### src/hdl/scgw_pkg.sv
package scgw_pkg;

    localparam int GRID_MAX = 20;
    localparam int MAX_OUT  = 2 * GRID_MAX - 1;
    localparam int CNT_W    = $clog2(MAX_OUT + 1);
    localparam int IDX_W    = 5;

    typedef enum logic [2:0] {
        CFG_ZONE_EN   = 3'd0,
        CFG_X_LOW     = 3'd1,
        CFG_Z_LOW     = 3'd2,
        CFG_X_HIGH    = 3'd3,
        CFG_Z_HIGH    = 3'd4,
        CFG_CELL_SIZE = 3'd5,
        CFG_COLS      = 3'd6,
        CFG_ROWS      = 3'd7
    } t_cfg_idx;

    typedef struct packed {
        logic               start;
        logic signed [63:0] dividend;
        logic signed [31:0] divisor;
    } t_div_req;

    typedef struct packed {
        logic               done;
        logic signed [31:0] quo;
        logic signed [31:0] rem;
    } t_div_rsp;

endpackage

### src/hdl/scgw_div.sv
module scgw_div
    import scgw_pkg::*;
(
    input  logic     i_clk,
    input  logic     i_rst_n,
    input  t_div_req i_req,
    output t_div_rsp o_rsp
);

    logic        r_busy;
    logic        r_done;
    logic [5:0]  r_cnt;
    logic [63:0] r_quo;
    logic [31:0] r_rem;
    logic [31:0] r_dsv;
    logic        r_qneg;
    logic        r_rneg;

    logic [32:0] w_sh;
    logic [32:0] w_diff;
    logic        w_ge;

    assign w_sh   = {r_rem, r_quo[63]};
    assign w_diff = w_sh - {1'b0, r_dsv};
    assign w_ge   = (w_sh >= {1'b0, r_dsv});

    always_ff @(posedge i_clk) begin
        if (!i_rst_n) begin
            r_busy <= 1'b0;
            r_done <= 1'b0;
            r_cnt  <= '0;
        end else begin
            r_done <= 1'b0;
            if (i_req.start) begin
                r_busy <= 1'b1;
                r_cnt  <= '0;
                r_rem  <= '0;
                r_quo  <= i_req.dividend[63] ? 64'(-i_req.dividend) : 64'(i_req.dividend);
                r_dsv  <= i_req.divisor[31] ? 32'(-i_req.divisor) : 32'(i_req.divisor);
                r_qneg <= i_req.dividend[63] ^ i_req.divisor[31];
                r_rneg <= i_req.dividend[63];
            end else if (r_busy) begin
                // one restoring step per cycle
                r_rem <= w_ge ? w_diff[31:0] : w_sh[31:0];
                r_quo <= {r_quo[62:0], w_ge};
                r_cnt <= r_cnt + 6'd1;
                if (r_cnt == 6'd63) begin
                    r_busy <= 1'b0;
                    r_done <= 1'b1;
                end
            end
        end
    end

    assign o_rsp.done = r_done;
    assign o_rsp.quo  = r_qneg ? -$signed(r_quo[31:0]) : $signed(r_quo[31:0]);
    assign o_rsp.rem  = r_rneg ? -$signed(r_rem) : $signed(r_rem);

endmodule

### config.mk
export PLATFORM = sky130hd
export DESIGN_NAME = scgw_div
export DESIGN_NICKNAME = d
export VERILOG_FILES = /design/src/hdl/scgw_pkg.sv /design/src/hdl/scgw_div.sv
export SDC_FILE = /design/constraint.sdc
export NUM_CORES = 1
export LEC_CHECK = 0
export ABC_AREA = 0
export BUFFER_PORTS_ARGS = -buffer_cell sky130_fd_sc_hd__buf_2
export CORE_MARGIN = 3
export CORE_UTILIZATION = 52
export DETAILED_ROUTE_END_ITERATION = 16
export PLACE_DENSITY = 0.77
export RECOVER_POWER = 50
export SLEW_MARGIN = 20
export SYNTH_ARGS = -nofsm -noshare
export SYNTH_HDL_FRONTEND = slang
export SYNTH_SLANG_ARGS = --single-unit
### constraint.sdc
create_clock -name i_clk -period 4.5 [get_ports i_clk]
set_clock_uncertainty 0.2 [all_clocks]
set_input_delay 0.675 -clock i_clk [delete_from_list [all_inputs] [get_ports i_clk]]
set_output_delay 0.675 -clock i_clk [all_outputs]
set_load 0.01 [all_outputs]
Yosys cells after proc, flatten, opt, wreduce, memory -nomap -nowiden
Index checks and enable logic that the tools add are counted. W data, S select, Z words.

$add $sub $neg: 6. Order comparisons: 1. Eq/ne operators: 1. Muxes and demuxes: 12. Bitwise operators: 3. Reductions and logical operators: 5.

Operator list (number): $mux W64 (3); $mux W32 (4); $neg A32 Y32 (3); $neg A64 Y64 (1); $ge A33 B32 Y1 (1); $sub A32 B32 Y32 (1); $mux W31 (1); $add A6 B1 Y6 const B (1); $eq A6 B6 Y1 const B (1); $mux W1 (4); $reduce_and A2 Y1 (2); $reduce_or A3 Y1 (1); $not A1 Y1 (2); $reduce_bool A2 Y1 (1); $reduce_or A2 Y1 (1); $xor A1 B1 Y1 (1).

Register bits: 138. Input bits: 99. Output and inout bits: 65. Word-level logic and storage cells: 37.

Longest topological paths before layout
Depth in word-level cells: 4. Gate-level depth with buffers: 14.

Worst setup path before layout
OpenSTA, ideal clock, no wires.

Kind: register -> output. From: register r_rem[6]. To: output o_rsp[28] in the netlist's numbering. Arrival: 3502 ps. Data required time: 3625 ps. Slack: 123 ps. Stages on the path, launching flop included: 10. Buffers on the path: 0. Path through: edfxtp_1 -> or4_4 -> or3_1 -> or3_1 -> or3_4 -> or3_1 -> or4_4 -> or3_1 -> o21ai_1 -> xnor2_1.

RTL lines: start: declaration (RTL line scgw_div.sv:14) `logic [31:0] r_rem;`; start signal: assignment (RTL line scgw_div.sv:44) `r_rem <= w_ge ? w_diff[31:0] : w_sh[31:0];`; end: declaration (RTL line scgw_div.sv:7) `output t_div_rsp o_rsp`.

==> impl_metrics.ini <==
[run_status]
status = complete, but fails checks
violations = capacitance limit, slew limit, setup timing

[timing]
slew_violations = 96
rsz0062_at_grt = yes
setup_viol = 12
post-route-min-period_ns = 4.97
slew_headroom = -0.773
clock.fmax_mhz = 201
tns_ns = -3.39
finalCritPeriodShare = 1.10
tightest_slew_ns = 2.66
finalHoldViolCount = 0
hold_slack_ns = 0.293
setup_ws_ns = -0.466

[finish]
nNetsFinal = 1389
diodes = 0
layout_commonest_cell = buf_2
drive_gt1_frac = 0.218
syn2layout_area_growth_pct = 20.4
final_cell_mix = buf_2 (154), edfxtp_1 (130), xnor2_1 (113)

[synth]
ys_warn_count = 0
yosysSeqAreaShare = 0.400
synthesis.area_sq_um = 10200
syn_area_per_cell_sq_um = 9.40
postSynthCellCount = 1081
ys.flop_type = edfxtp_1
postSynthNetCount = 1218
ys_seq_elements = 138
postSynth.asyncResetShare = 0
synth-edff-count = 130
ys_types = 56

[worst_hold_path]
holdPathStages = 2
min_from = r_cnt[5]$_SDFFE_PP0P_
hold_class = flop to flop
hold_end = r_cnt[5]$_SDFFE_PP0P_

[worst_setup_path]
cp_cell_sequence = or4_4 -> or3_4 -> or3_4 -> or3_4 -> or3_4 -> or4_4 -> or3_4 -> o31ai_4 -> xnor2_1 -> buf_2
r2r_slack_ns = 0.41
ff2ff_path_depth = 13
crit_cells = 10
cp.buffers_inverters = 1
rr_endpoint = r_rem[10]$_SDFFCE_PP0P_
worstSetupEndpointType = output port
cpMostUsedCell = or3_4
r2r_start = r_rem[3]$_SDFFCE_PP0P_
critical_path.slowest_cell = or4_4
required_ns = 3.62
crit_type = flop to output port
crit_family = simple AND/OR/NAND/NOR gates
crit_path_start_kind = flop
arrival_ns = 4.09
critPathMaxStageDelay_ns = 0.55
crit_fanout = 3

[drt]
wl_per_cell_microns = 16.3
via_per_inst = 5.74
drc_errors = 0
dr.pass1.iters = 5
drt_iter0_drc = 524
num_vias = 8751
ant_nets = 0
finalWirelength_mm = 24.9

[global_routing]
grt_overflow = 0
grt_max_degree = 103
grt_pass1_vias = 8252
grt_pass1_wl_mm = 40.3
grtUsageTotal = 0.229
antenna_found_initial = 4

[placement]
dpl.hpwl_mm = 17.9
gp_congestion = 0.903
dp_slack_ns = -0.0335
portBuffers = 163

[power]
pwr-share-seq = 0.394
peakVddDrop_v = 0.000280
pwr_density_cell_nw_per_um2 = 344
total_power_uw = 4210
leakage_uw = 0.00476
power.share.combinational = 0.273
power_frac_clock = 0.333
swShare = 0.308
p_int_uw = 2910
p_sw_uw = 1300

[floorplan]
core-area_sq_um = 19000
num_rows = 50
die_h_microns = 146
start_util = 0.536
ios = 164
die_area_sq_um = 21200
die_x_microns = 146

[clocking]
cts_max_level = 4
cts_buffers = 17
cts_tree = built
clock_latency_ns = 0.43
cts_root_buf = clkbuf_16
clock_path_buffers = 2
hold_buffers = 0
path_clk_slew_ns = 0.06
clock-sinks = 138

[job]
maxCapViolCount = 2
-- per-stage QoR --
stage / std cells / util / instance area [sq um]
6_report: 1525 / 0.645 / 12200
3_5_place_dp: 1482 / 0.597 / 11300
2_1_floorplan: 1081 / - / 10200
4_1_cts: 1522 / 0.639 / 12100
3_3_place_gp: 1482 / 0.597 / 11300
5_1_grt: 1525 / 0.645 / 12200
-- flip-flops by register name, indices dropped and copies added (netlist names) --
register  flops
r_busy        1
r_cnt         6
r_done        1
r_dsv        32
r_qneg        1
r_quo        64
r_rem        32
r_rneg        1
-- kinds of logic (layout without fill, tap and decap cells) --
family	count (synthesis)	in the layout	share of synthesized area
adders and majority gates	38	38	0.0475
muxes	37	37	0.0373
buffers and inverters	95	279	0.0362
DFF	138	138	0.400
AOI/OAI and AO/OA	261	261	0.161
xor gates and xnor gates	185	185	0.160
and+or+nand+nor	327	327	0.158
-- routing by layer --
metal | global-route usage | routed length (microns)
met1 | 0.289 | 10500
met4 | 0.0802 | 543
met2 | 0.388 | 12200
met5 | 0 | 51
met3 | 0.0523 | 1580
-- synth_stat cells, types with 2 or more instances --
library cell  number  area [sq um]
a211oi_1           6          45.0
a21o_1             9          67.6
a21oi_1           88           440
a221oi_1           2          17.5
a31oi_1            8          50.1
and2_1             4          25.0
and3_1             6          37.5
buf_1              3          11.3
buf_4              3          22.5
clkbuf_1          38           143
dfxtp_1            8           160
edfxtp_1         130          3900
ha_1              37           463
inv_1             51           191
mux2_2             7          78.8
mux2i_1           30           300
nand2_1           76           285
nand2b_1          11          68.8
nand3_1           15          75.1
nand4_1            7          43.8
nor2_1           109           409
nor2b_1            3          18.8
nor3_1            17          85.1
nor4_1             5          31.3
o211ai_1           2          15.0
o21a_1             6          45.0
o21ai_0           61           305
o21ai_1            4          20.0
o21bai_1           3          22.5
o31ai_1           44           330
o31ai_4            2          42.5
o41ai_1           16           140
or2_2              5          31.3
or3_1             35           219
or3_4              2          22.5
or3b_1             2          17.5
or4_1             22           165
or4_4              3          33.8
xnor2_1          116          1020
xor2_1            69           604
-- how the worst max path moves through the flow --
| stage | start | endpoint |
|---|---|---|
| floorplan | r_rem[6]$_SDFFCE_PP0P_ | o_rsp[28] |
| global placement | r_rem[6]$_SDFFCE_PP0P_ | o_rsp[31] |
| detailed placement | r_rem[6]$_SDFFCE_PP0P_ | o_rsp[28] |
| CTS | r_rem[6]$_SDFFCE_PP0P_ | o_rsp[29] |
| global route | r_rem[6]$_SDFFCE_PP0P_ | o_rsp[31] |
| finish | r_rem[6]$_SDFFCE_PP0P_ | o_rsp[29] |
-- worst register-to-register path, stage by stage, from the launching register on --
cell      delay (ns)
edfxtp_1        0.38
buf_4           0.18
ha_1            0.37
a21o_1          0.20
a31oi_1         0.17
o21ai_0         0.19
a22oi_1         0.21
nand2_1         0.16
a211o_1         0.35
a31o_2          0.32
a221o_1         0.49
buf_12          0.26
mux2i_1         0.21
nor2_1          0.06
-- power by group through the flow --
stage,Sequential (uW),Clock [uW],Combinational [uW]
final,1660,1400,1150
after global routing,1670,1480,1270
after CTS,1650,1420,1130
after detailed placement,1670,0,1120
after global placement,1670,0,1090
after floorplan,1640,0,801
-- final cells by class --
type,instances,area (sq um)
well taps,260,325
clock buffers,19,453
inverters,51,191
fillers,1511,6730
multi-input cells,848,5980
flip-flops and latches,138,4060
clock inverters,13,145
repair buffers,196,1070
-- what timing repair did --
item,CTS,global route
pin swaps,6,12
endpoints found under the setup margin,13,15
gates cloned,0,0
hold endpoints to repair,0,0
resized for setup,25,25
setup buffers,8,3
No activity file was read; power rests on OpenSTA's default activity.
